===== config.mk =====
export PLATFORM = sky130hd
export DESIGN_NAME = cascading_quad_timer_unit
export DESIGN_NICKNAME = d
export VERILOG_FILES = /design/src/rtl/cqtu_pkg.sv /design/src/rtl/cqtu_timer_bank.sv /design/src/rtl/cascading_quad_timer_unit.sv
export SDC_FILE = /design/constraint.sdc
export NUM_CORES = 1
export LEC_CHECK = 0
export ABC_AREA = 1
export BUFFER_PORTS_ARGS = -buffer_cell sky130_fd_sc_hd__buf_2
export CAP_MARGIN = 20
export CELL_PAD_IN_SITES_DETAIL_PLACEMENT = 1
export CELL_PAD_IN_SITES_GLOBAL_PLACEMENT = 2
export CORE_MARGIN = 2
export CORE_UTILIZATION = 37
export CTS_BUF_LIST = sky130_fd_sc_hd__clkbuf_16
export CTS_CLUSTER_DIAMETER = 100
export DETAILED_ROUTE_END_ITERATION = 10
export PLACE_DENSITY = 0.84
export SKIP_CTS_REPAIR_TIMING = 1
export SYNTH_ARGS = -nofsm -noshare
export SYNTH_HDL_FRONTEND = slang
export SYNTH_HIERARCHICAL = 1
export SYNTH_SLANG_ARGS = --single-unit
export TNS_END_PERCENT = 50

===== constraint.sdc =====
create_clock -name clk -period 4.45 [get_ports clk]
set_input_delay 0.445 -clock clk [delete_from_list [all_inputs] [get_ports clk]]
set_output_delay 0.445 -clock clk [all_outputs]
set_load 0.1 [all_outputs]

===== src/rtl/cqtu_pkg.sv =====
// ============================================================================
// cqtu_pkg
// Shared types, codes and helpers for the cascading quad timer unit.
// ============================================================================
package cqtu_pkg;

    // Default number of timers in the ring.
    localparam int NUM_TIMERS_DEF = 4;

    // Number of timers whose interrupts are reported.
    localparam int IRQ_W = 4;

    // Prescale phase width, enough for a divide by 1024.
    localparam int PHASE_W = 10;

    // Width of one timer count.
    localparam int COUNT_W = 16;

    // Action codes carried by an input word.
    localparam logic [1:0] ACTION_TICK  = 2'd0;
    localparam logic [1:0] ACTION_READ  = 2'd1;
    localparam logic [1:0] ACTION_WRITE = 2'd2;

    // Prescale select codes.
    localparam logic [1:0] PRESC_DIV1    = 2'd0;
    localparam logic [1:0] PRESC_DIV64   = 2'd1;
    localparam logic [1:0] PRESC_DIV256  = 2'd2;
    localparam logic [1:0] PRESC_DIV1024 = 2'd3;

    // Control word bit positions.
    localparam int CTL_CASCADE_BIT = 2;
    localparam int CTL_IRQ_EN_BIT  = 6;
    localparam int CTL_RUN_BIT     = 7;

    // Count value at which a timer wraps on its next increment.
    localparam logic [COUNT_W-1:0] COUNT_MAX = 16'hFFFF;

    // One input word.
    typedef struct packed {
        logic [1:0]  action;
        logic [1:0]  timer_index;
        logic        control_half;
        logic        wide_access;
        logic [31:0] write_data;
    } cqtu_item_t;

    // One result word.
    typedef struct packed {
        logic [31:0]      read_data;
        logic [IRQ_W-1:0] irq_raised;
    } cqtu_result_t;

    // Phase mask for a prescale select: the divisor minus one.
    function automatic logic [PHASE_W-1:0] prescale_mask(input logic [1:0] sel);
        logic [PHASE_W-1:0] mask;
        unique case (sel)
            PRESC_DIV1:    mask = 10'd0;
            PRESC_DIV64:   mask = 10'd63;
            PRESC_DIV256:  mask = 10'd255;
            PRESC_DIV1024: mask = 10'd1023;
            default:       mask = 10'd0;
        endcase
        return mask;
    endfunction

endpackage


===== src/rtl/cqtu_timer_bank.sv =====
// ============================================================================
// cqtu_timer_bank
// Timer state registers with the tick, cascade, read and write logic.
// ============================================================================
module cqtu_timer_bank #(
    parameter int NUM_TIMERS = cqtu_pkg::NUM_TIMERS_DEF
) (
    input  logic                   clk,
    input  logic                   rst_n,
    input  logic                   item_en,
    input  cqtu_pkg::cqtu_item_t   item,
    output cqtu_pkg::cqtu_result_t result
);

    localparam int IDX_W   = $clog2(NUM_TIMERS);
    localparam int PHASE_W = cqtu_pkg::PHASE_W;
    localparam int COUNT_W = cqtu_pkg::COUNT_W;
    localparam int IRQ_N   = (NUM_TIMERS < cqtu_pkg::IRQ_W) ? NUM_TIMERS : cqtu_pkg::IRQ_W;

    // Per-timer state.
    logic [COUNT_W-1:0] count_reg   [NUM_TIMERS];
    logic [COUNT_W-1:0] count_next  [NUM_TIMERS];
    logic [PHASE_W-1:0] phase_reg   [NUM_TIMERS];
    logic [PHASE_W-1:0] phase_next  [NUM_TIMERS];
    logic [1:0]         presc_reg   [NUM_TIMERS];
    logic [1:0]         presc_next  [NUM_TIMERS];
    logic [NUM_TIMERS-1:0] cascade_reg, cascade_next;
    logic [NUM_TIMERS-1:0] irq_en_reg, irq_en_next;
    logic [NUM_TIMERS-1:0] run_reg, run_next;

    // Tick evaluation signals.
    logic [PHASE_W-1:0]    phase_inc [NUM_TIMERS];
    logic [NUM_TIMERS-1:0] fire;
    logic [NUM_TIMERS-1:0] all_ones;
    logic [NUM_TIMERS-1:0] origin_wrap;
    logic [NUM_TIMERS-1:0] carry_in;
    logic [NUM_TIMERS-1:0] wrap;

    // Access decode.
    logic             in_range;
    logic [IDX_W-1:0] sel;
    logic [15:0]      sel_ctl;

    // Prescaler advance and terminal count detection for each timer.
    always_comb
    begin
        for (int i = 0; i < NUM_TIMERS; i++)
        begin
            phase_inc[i]   = (phase_reg[i] + 10'd1) & cqtu_pkg::prescale_mask(presc_reg[i]);
            fire[i]        = run_reg[i] && !cascade_reg[i] && (phase_inc[i] == '0);
            all_ones[i]    = (count_reg[i] == cqtu_pkg::COUNT_MAX);
            origin_wrap[i] = fire[i] && all_ones[i];
        end
    end

    // Cascade carry: a count-up timer steps when the nearest free-running
    // timer behind it wraps and every count-up timer in between wraps too.
    always_comb
    begin
        int  k;
        logic path_ok;
        for (int j = 0; j < NUM_TIMERS; j++)
        begin
            carry_in[j] = 1'b0;
            path_ok     = cascade_reg[j] && run_reg[j];
            for (int d = 1; d < NUM_TIMERS; d++)
            begin
                k = j - d;
                if (k < 0)
                begin
                    k = k + NUM_TIMERS;
                end
                if (path_ok && origin_wrap[k])
                begin
                    carry_in[j] = 1'b1;
                end
                path_ok = path_ok && cascade_reg[k] && run_reg[k] && all_ones[k];
            end
            wrap[j] = origin_wrap[j] || (carry_in[j] && all_ones[j]);
        end
    end

    // Register access decode.
    always_comb
    begin
        in_range = (32'(item.timer_index) < NUM_TIMERS);
        sel      = IDX_W'(item.timer_index);
        sel_ctl  = '0;
        sel_ctl[1:0]                       = presc_reg[sel];
        sel_ctl[cqtu_pkg::CTL_CASCADE_BIT] = cascade_reg[sel];
        sel_ctl[cqtu_pkg::CTL_IRQ_EN_BIT]  = irq_en_reg[sel];
        sel_ctl[cqtu_pkg::CTL_RUN_BIT]     = run_reg[sel];
    end

    // Next state of every timer.
    always_comb
    begin
        logic [15:0] ctl_word;
        for (int i = 0; i < NUM_TIMERS; i++)
        begin
            count_next[i] = count_reg[i];
            phase_next[i] = phase_reg[i];
            presc_next[i] = presc_reg[i];
        end
        cascade_next = cascade_reg;
        irq_en_next  = irq_en_reg;
        run_next     = run_reg;
        ctl_word     = (item.wide_access) ? item.write_data[31:16] : item.write_data[15:0];

        if (item_en)
        begin
            unique case (item.action)
                cqtu_pkg::ACTION_TICK:
                begin
                    for (int i = 0; i < NUM_TIMERS; i++)
                    begin
                        if (run_reg[i] && !cascade_reg[i])
                        begin
                            phase_next[i] = phase_inc[i];
                        end
                        if (fire[i] || carry_in[i])
                        begin
                            count_next[i] = count_reg[i] + 16'd1;
                        end
                    end
                end
                cqtu_pkg::ACTION_WRITE:
                begin
                    if (in_range)
                    begin
                        phase_next[sel] = '0;
                        if (!item.control_half || item.wide_access)
                        begin
                            count_next[sel] = item.write_data[15:0];
                        end
                        if (item.control_half || item.wide_access)
                        begin
                            presc_next[sel]   = ctl_word[1:0];
                            cascade_next[sel] = ctl_word[cqtu_pkg::CTL_CASCADE_BIT];
                            irq_en_next[sel]  = ctl_word[cqtu_pkg::CTL_IRQ_EN_BIT];
                            run_next[sel]     = ctl_word[cqtu_pkg::CTL_RUN_BIT];
                        end
                    end
                end
                default:
                begin
                end
            endcase
        end
    end

    // Result of the current word.
    always_comb
    begin
        result = '0;
        if (item.action == cqtu_pkg::ACTION_READ && in_range)
        begin
            if (item.control_half && !item.wide_access)
            begin
                result.read_data = {16'h0000, sel_ctl};
            end
            else
            begin
                result.read_data = {(item.wide_access ? sel_ctl : 16'h0000), count_reg[sel]};
            end
        end
        if (item.action == cqtu_pkg::ACTION_TICK)
        begin
            for (int i = 0; i < IRQ_N; i++)
            begin
                result.irq_raised[i] = irq_en_reg[i] && wrap[i];
            end
        end
    end

    // State registers.
    always_ff @(posedge clk or negedge rst_n)
    begin
        if (!rst_n)
        begin
            for (int i = 0; i < NUM_TIMERS; i++)
            begin
                count_reg[i] <= '0;
                phase_reg[i] <= '0;
                presc_reg[i] <= cqtu_pkg::PRESC_DIV64;
            end
            cascade_reg <= '0;
            irq_en_reg  <= '0;
            run_reg     <= '0;
        end
        else
        begin
            for (int i = 0; i < NUM_TIMERS; i++)
            begin
                count_reg[i] <= count_next[i];
                phase_reg[i] <= phase_next[i];
                presc_reg[i] <= presc_next[i];
            end
            cascade_reg <= cascade_next;
            irq_en_reg  <= irq_en_next;
            run_reg     <= run_next;
        end
    end

    // The prescale phase always stays below its divisor.
    for (genvar g = 0; g < NUM_TIMERS; g++)
    begin : g_phase_chk
        a_phase_in_range: assert property (@(posedge clk) disable iff (!rst_n)
            (phase_reg[g] & ~cqtu_pkg::prescale_mask(presc_reg[g])) == '0)
            else $error("prescale phase beyond its divisor");
    end

    // Interrupts are raised only by ticks.
    a_irq_only_on_tick: assert property (@(posedge clk) disable iff (!rst_n)
        (item.action != cqtu_pkg::ACTION_TICK) |-> (result.irq_raised == '0))
        else $error("interrupt raised by a register access");

    // Timer 0, when stopped, holds its count across a tick.
    a_stopped_holds: assert property (@(posedge clk) disable iff (!rst_n)
        (item_en && item.action == cqtu_pkg::ACTION_TICK && !run_reg[0])
        |=> $stable(count_reg[0]))
        else $error("stopped timer changed on a tick");

    // Read data appears only on reads.
    a_read_data_on_read: assert property (@(posedge clk) disable iff (!rst_n)
        (item.action != cqtu_pkg::ACTION_READ) |-> (result.read_data == '0))
        else $error("read data on a non-read word");

endmodule


===== src/rtl/cascading_quad_timer_unit.sv =====
// ============================================================================
// cascading_quad_timer_unit
// Ring of cascadable 16-bit timers with prescalers, behind one word channel.
// ============================================================================
// Usage: every input word on the item channel is a base clock tick, a
// register read or a register write to one timer; each word yields exactly
// one result word on the result channel with the read data and the set of
// interrupts raised by that word. Both channels use valid and stall: a word
// moves at a clock edge with valid high and stall low.
// A word accepted into the input register passes the timer logic into the
// result register, where the receiver can take it. Throughput is one word per
// cycle while the receiver does not stall, set by the single pass from the
// input register through the timer logic to the result register.
// When the receiver stalls, the result register holds its word and the
// input register keeps one more; only then is item_stall raised.
// Reset clears all counts and control bits, selects divide by 64 on every
// timer and empties both registers; the block takes words right after reset.
// ============================================================================
module cascading_quad_timer_unit #(
    parameter int NUM_TIMERS = cqtu_pkg::NUM_TIMERS_DEF
) (
    input  logic                   clk,
    input  logic                   rst_n,
    input  logic                   item_valid,
    output logic                   item_stall,
    input  cqtu_pkg::cqtu_item_t   item,
    output logic                   result_valid,
    input  logic                   result_stall,
    output cqtu_pkg::cqtu_result_t result
);

    logic                   s1_valid_reg, s1_valid_next;
    cqtu_pkg::cqtu_item_t   s1_item_reg;
    logic                   res_valid_reg, res_valid_next;
    cqtu_pkg::cqtu_result_t res_reg;
    cqtu_pkg::cqtu_result_t bank_result;
    logic                   advance;
    logic                   process;
    logic                   accept;

    // Handshake control for the two register stages.
    always_comb
    begin
        advance        = !res_valid_reg || !result_stall;
        process        = s1_valid_reg && advance;
        item_stall     = s1_valid_reg && !advance;
        accept         = item_valid && !item_stall;
        s1_valid_next  = accept || (s1_valid_reg && !advance);
        res_valid_next = advance ? s1_valid_reg : res_valid_reg;
    end

    // Timer state and the per-word logic.
    cqtu_timer_bank #(
        .NUM_TIMERS (NUM_TIMERS)
    ) u_bank (
        .clk     (clk),
        .rst_n   (rst_n),
        .item_en (process),
        .item    (s1_item_reg),
        .result  (bank_result)
    );

    // Stage valid flags.
    always_ff @(posedge clk or negedge rst_n)
    begin
        if (!rst_n)
        begin
            s1_valid_reg  <= 1'b0;
            res_valid_reg <= 1'b0;
        end
        else
        begin
            s1_valid_reg  <= s1_valid_next;
            res_valid_reg <= res_valid_next;
        end
    end

    // Stage payloads.
    always_ff @(posedge clk)
    begin
        if (accept)
        begin
            s1_item_reg <= item;
        end
        if (process)
        begin
            res_reg <= bank_result;
        end
    end

    assign result_valid = res_valid_reg;
    assign result       = res_reg;

endmodule


[Word-level counts from Yosys, hierarchy flattened]
Cells that the tools add are included.
Storage, ports and cells
  output and inout port bits: 38
  RAM bits: 0
  register bits: 181
  memories kept: 0
  memory bits (read-only): 0
  latch bits: 0
Operators by class
  $lt $le $gt $ge: 4
  div/mod/pow operators: 0
  $mul: 0
  mux-type cells: 54
  $add $sub $neg: 8
  bitwise operators: 9
  reduce and logical (&&, ||, !) cells: 109
  equal/unequal tests: 27
  shift-type cells: 0
Operators by type and width (number)
  $pmux 10 s4: 4
  $pmux 64 s2: 1
  $mux 16: 7
  $pmux 40 s2: 1
  $logic_and 1x1->1: 66
  $add 16x1->16 const B: 4
  $bwmux 64: 1
  $eq 16x16->1 const B: 4
  $mux 64: 1
  $mux 10: 5
  $add 10x1->10 const B: 4
  $and 10x10->10: 4
  $and 40x40->40: 1
  $logic_not 10->1: 4
  $not 40->40: 1
  $bmux 16 s2: 1
  $demux 16 s2: 1
  $demux 10 s2: 1
  $eq 2x2->1 const B: 9
  $ne 2x1->1 const B: 9
  $mux 1: 16
  $mux 8: 2
  $reduce_and 4->1: 4
  $reduce_and 3->1: 5
  20 further kinds: 55

[Logic depth before layout (Yosys ltp)]
  depth in word-level cells: 13
  gate-level depth with buffers: 16
  depth with buffers taken out: 15

[Cells and area by module]
The synthesis kept the hierarchy.
Modules (own cells, without submodules)
  cqtu_timer_bank: area each 8871.0 um^2, cells an instance 1276, instances 1, seq. area each 3108.0 um^2
  cascading_quad_timer_unit: area each 2317.2 um^2, cells an instance 86, instances 1, seq. area each 2272.2 um^2

[Least setup slack after synthesis]
No wires, ideal clock.
  kind: reg-to-reg
  start: register res_valid_reg, in the netlist result_valid
  end: register u_bank/count_reg[10] in the netlist's numbering
  path buffers: 1
  setup time: 0.065 ns
  required time: 4.385 ns
  stages on the path, launching flop included: 9
  slack: 0.148 ns
  data arrival time: 4.237 ns
  path through: dfrtp_1 a21oi_1 nand2_1 clkinv_1 o21ai_1 a21oi_1 buf_2 nand3_1 nand2_1
Between the ends
  word-level cells in the longest chain between the ends: 4
Ends and longest elaborated chain
  start: declaration: line cascading_quad_timer_unit.sv:34  | logic res_valid_reg, res_valid_next;
  start signal: assignment: line cascading_quad_timer_unit.sv:74  | res_valid_reg <= res_valid_next;
  $logic_not 1->1: line cascading_quad_timer_unit.sv:44  | advance = !res_valid_reg || !result_stall;
  $logic_or 1x1->1: line cascading_quad_timer_unit.sv:44
  $logic_and 1x1->1: line cascading_quad_timer_unit.sv:45  | process = s1_valid_reg && advance;
  net process: line cascading_quad_timer_unit.sv:38  | logic process;
  $reduce_and 4->1 (no line)
  end signal: indexed assignment: line cqtu_timer_bank.sv:195  | count_reg[i] <= count_next[i];
  end: declaration: line cqtu_timer_bank.sv:21  | logic [COUNT_W-1:0] count_reg [NUM_TIMERS];
The timed path passes the listed nets, and every way through them passes these cells.
A chain may end at the register's enable or synchronous reset.

[Final worst setup path]
  start: register s1_item_reg[34] in the netlist's numbering
  end: register u_bank/count_reg[27] in the netlist's numbering
Between the ends
  word-level cells in the longest chain between the ends: 8
  elaborated cells between the ends (all ways): 9
  classes of those cells: 2 x order compare; 5 x mux; 1 x bitwise; 1 x reduce/logical
Ends and longest elaborated chain
  start: declaration: line cascading_quad_timer_unit.sv:33  | cqtu_pkg::cqtu_item_t s1_item_reg;
  start signal: assignment: line cascading_quad_timer_unit.sv:83  | s1_item_reg <= item;
  $not 2->3 (implied by the code) *: line cqtu_timer_bank.sv:134  | count_next[sel] = item.write_data[15:0];
  $ge 3x3->1 (implied by the code) or $lt 3x1->1 (tied branches): line cqtu_timer_bank.sv:134
  $logic_and 1x1->1 (implied by the code): line cqtu_timer_bank.sv:134
  $mux 16 (implied by the code): line cqtu_timer_bank.sv:134
  $demux 16 s2 *: line cqtu_timer_bank.sv:134
  $bwmux 64 *: line cqtu_timer_bank.sv:134
  $mux 64 *: line cqtu_timer_bank.sv:132  | if (!item.control_half || item.wide_access)
  $pmux 64 s2 *: line cqtu_timer_bank.sv:112  | unique case (item.action)
Every way passes the cells marked *; elsewhere a longest branch is shown, timed or not. The select of a mux whose other input is x is not followed.

==> metrics <==
Post-layout nets=1467; Synth Warn #=6; Num CTS Buffers=17; Vias=9781; max frequency=0.3571 GHz; maximum fanout along the worst path=16; CTS sink cnt=189; Clock Latency Late Sink=0.44 ns; pins over their slew limit=0; leakage=5.349 nW; initial antenna violation count=0; Cells after DPL=1781; diode count=0; Root Driver=clkbuf_16; CTS H-tree depth=4; number of global-route vias before repair=10060; cell area after synthesis=0.01086 mm²; max reg flops=64; actual slew at the worst max-slew pin=1.067 ns; global-route wire length before repair=56.57 mm; max_slew headroom=28.59%; setup violators final=0; Global Route Usage Sum=23.83%; Worst Setup Start Kind=flip-flop; Setup crit end kind=flip-flop; input/output buffers=68; status=completed; area grow syn2layout=12.23%; WHS=0.1695 ns; overall power=0.005307 W; pin count of the biggest net entering global routing=56; Core Footprint=0.02878 mm²; die height=175.3 µm; TritonCTS clock tree=built; Starting Density=37.73%; TritonRoute pass-1 iters=5; VDD IR-drop max=0.2264 mV; Setup CP Type=flip-flop to flip-flop; DIE AREA=0.03073 mm²; RSZ-0062 raised after global routing=no; share of layout cells above drive strength 1=14.97%; endpoints failing hold=0; average cell area after synthesis=8.037 µm²; CP Data Required Time=4.84 ns; antenna viol nets, final=0; CP arrival=3.19 ns; max_cap viols=0; Detailed Route WL=35.45 mm; I/O pins=80; post-route insts no fill=1814; routed len/inst=19.54 µm; synthesized instance count=1351; Hold Path Class=input port to flip-flop; # rows=62; post-layout min period=2.800 ns; DP HPWL=25.52 mm; Via density=5.392; RD Place Congestion=0.8552; clk buf depth=2; PwrDens=435.5 mW/mm²; Post-Route Skew=0.01032 ns; R2R Setup Slk=1.65 ns; Die Wd=175.3 µm; initial DRC count=676; clk slew on worst S/H paths=0.08 ns; grt ovf=0; Final period util=62.93%; drt drc=0; setup TNS=0 ns
[path summary, 6_finish.rpt]
path / start / end / cells after the start
max: s1_item_reg[34] / u_bank/count_reg[27] / 7
max in group asynchronous: rst_n / u_bank/count_reg[54] / 3
max reg2reg: s1_item_reg[34] / u_bank/count_reg[27] / 7
min: item[0] / s1_item_reg[0] / 1
min in group asynchronous: rst_n / u_bank/phase_reg[35] / 2
min reg2reg: u_bank/count_reg[47] / u_bank/count_reg[47] / 2
[cells in the final DEF (no fill, tap or decap), types with 26 or more instances in the layout]
master,n
dfrtp_1,122
o21ai_0,86
nand2_2,26
inv_1,143
buf_2,67
nand2_1,352
a21oi_1,27
nand3_1,137
edfxtp_1,63
nor2_2,30
o22ai_1,72
nor2_1,92
[through the flow]
step	util (%)	setup slack, ns	area (µm²)
floorplan	-	0.1481	10900
global placement	40.21	1.778	11570
detailed placement	40.30	1.715	11600
CTS	42.31	1.679	12180
global route	42.34	1.428	12190
finish	42.34	1.650	12190
[where the power goes]
| part | switching, W | leakage, nW | internal [W] |
|---|---|---|---|
| combinational | 0.000908 | 2.76 | 0.000395 |
| clock | 0.000770 | 0.284 | 0.000797 |
| sequential | 0.000350 | 2.30 | 0.00209 |
| total | 0.00203 | 5.35 | 0.00328 |
[layout make-up]
type / instances / area (µm²)
Timing Repair Buffer: 82 / 474.2
Clock buffer: 17 / 425.4
Fill cell: 3520 / 16590
Clock inverter: 15 / 151.4
Tap cell: 384 / 480.5
Inverter: 153 / 574.3
Sequential cell: 189 / 5050
Multi-Input combinational cell: 974 / 5030
[critical path, stage by stage, from the launching register on]
cell      delay (ns)
edfxtp_1        0.43
inv_1           0.11
nand2_1         0.42
inv_1           0.68
nand2_1         0.57
o21ai_0         0.34
nand3_1         0.11
nand2_1         0.08
[layer usage]
layer	up-vias	global-route usage, %	wire length, µm
li1	4674	-	-
met1	4816	33.65	16750
met2	256	38.57	16500
met3	35	3.225	1605
met4	0	6.285	589
met5	-	0	0
Power figures use the tool's default switching activity.
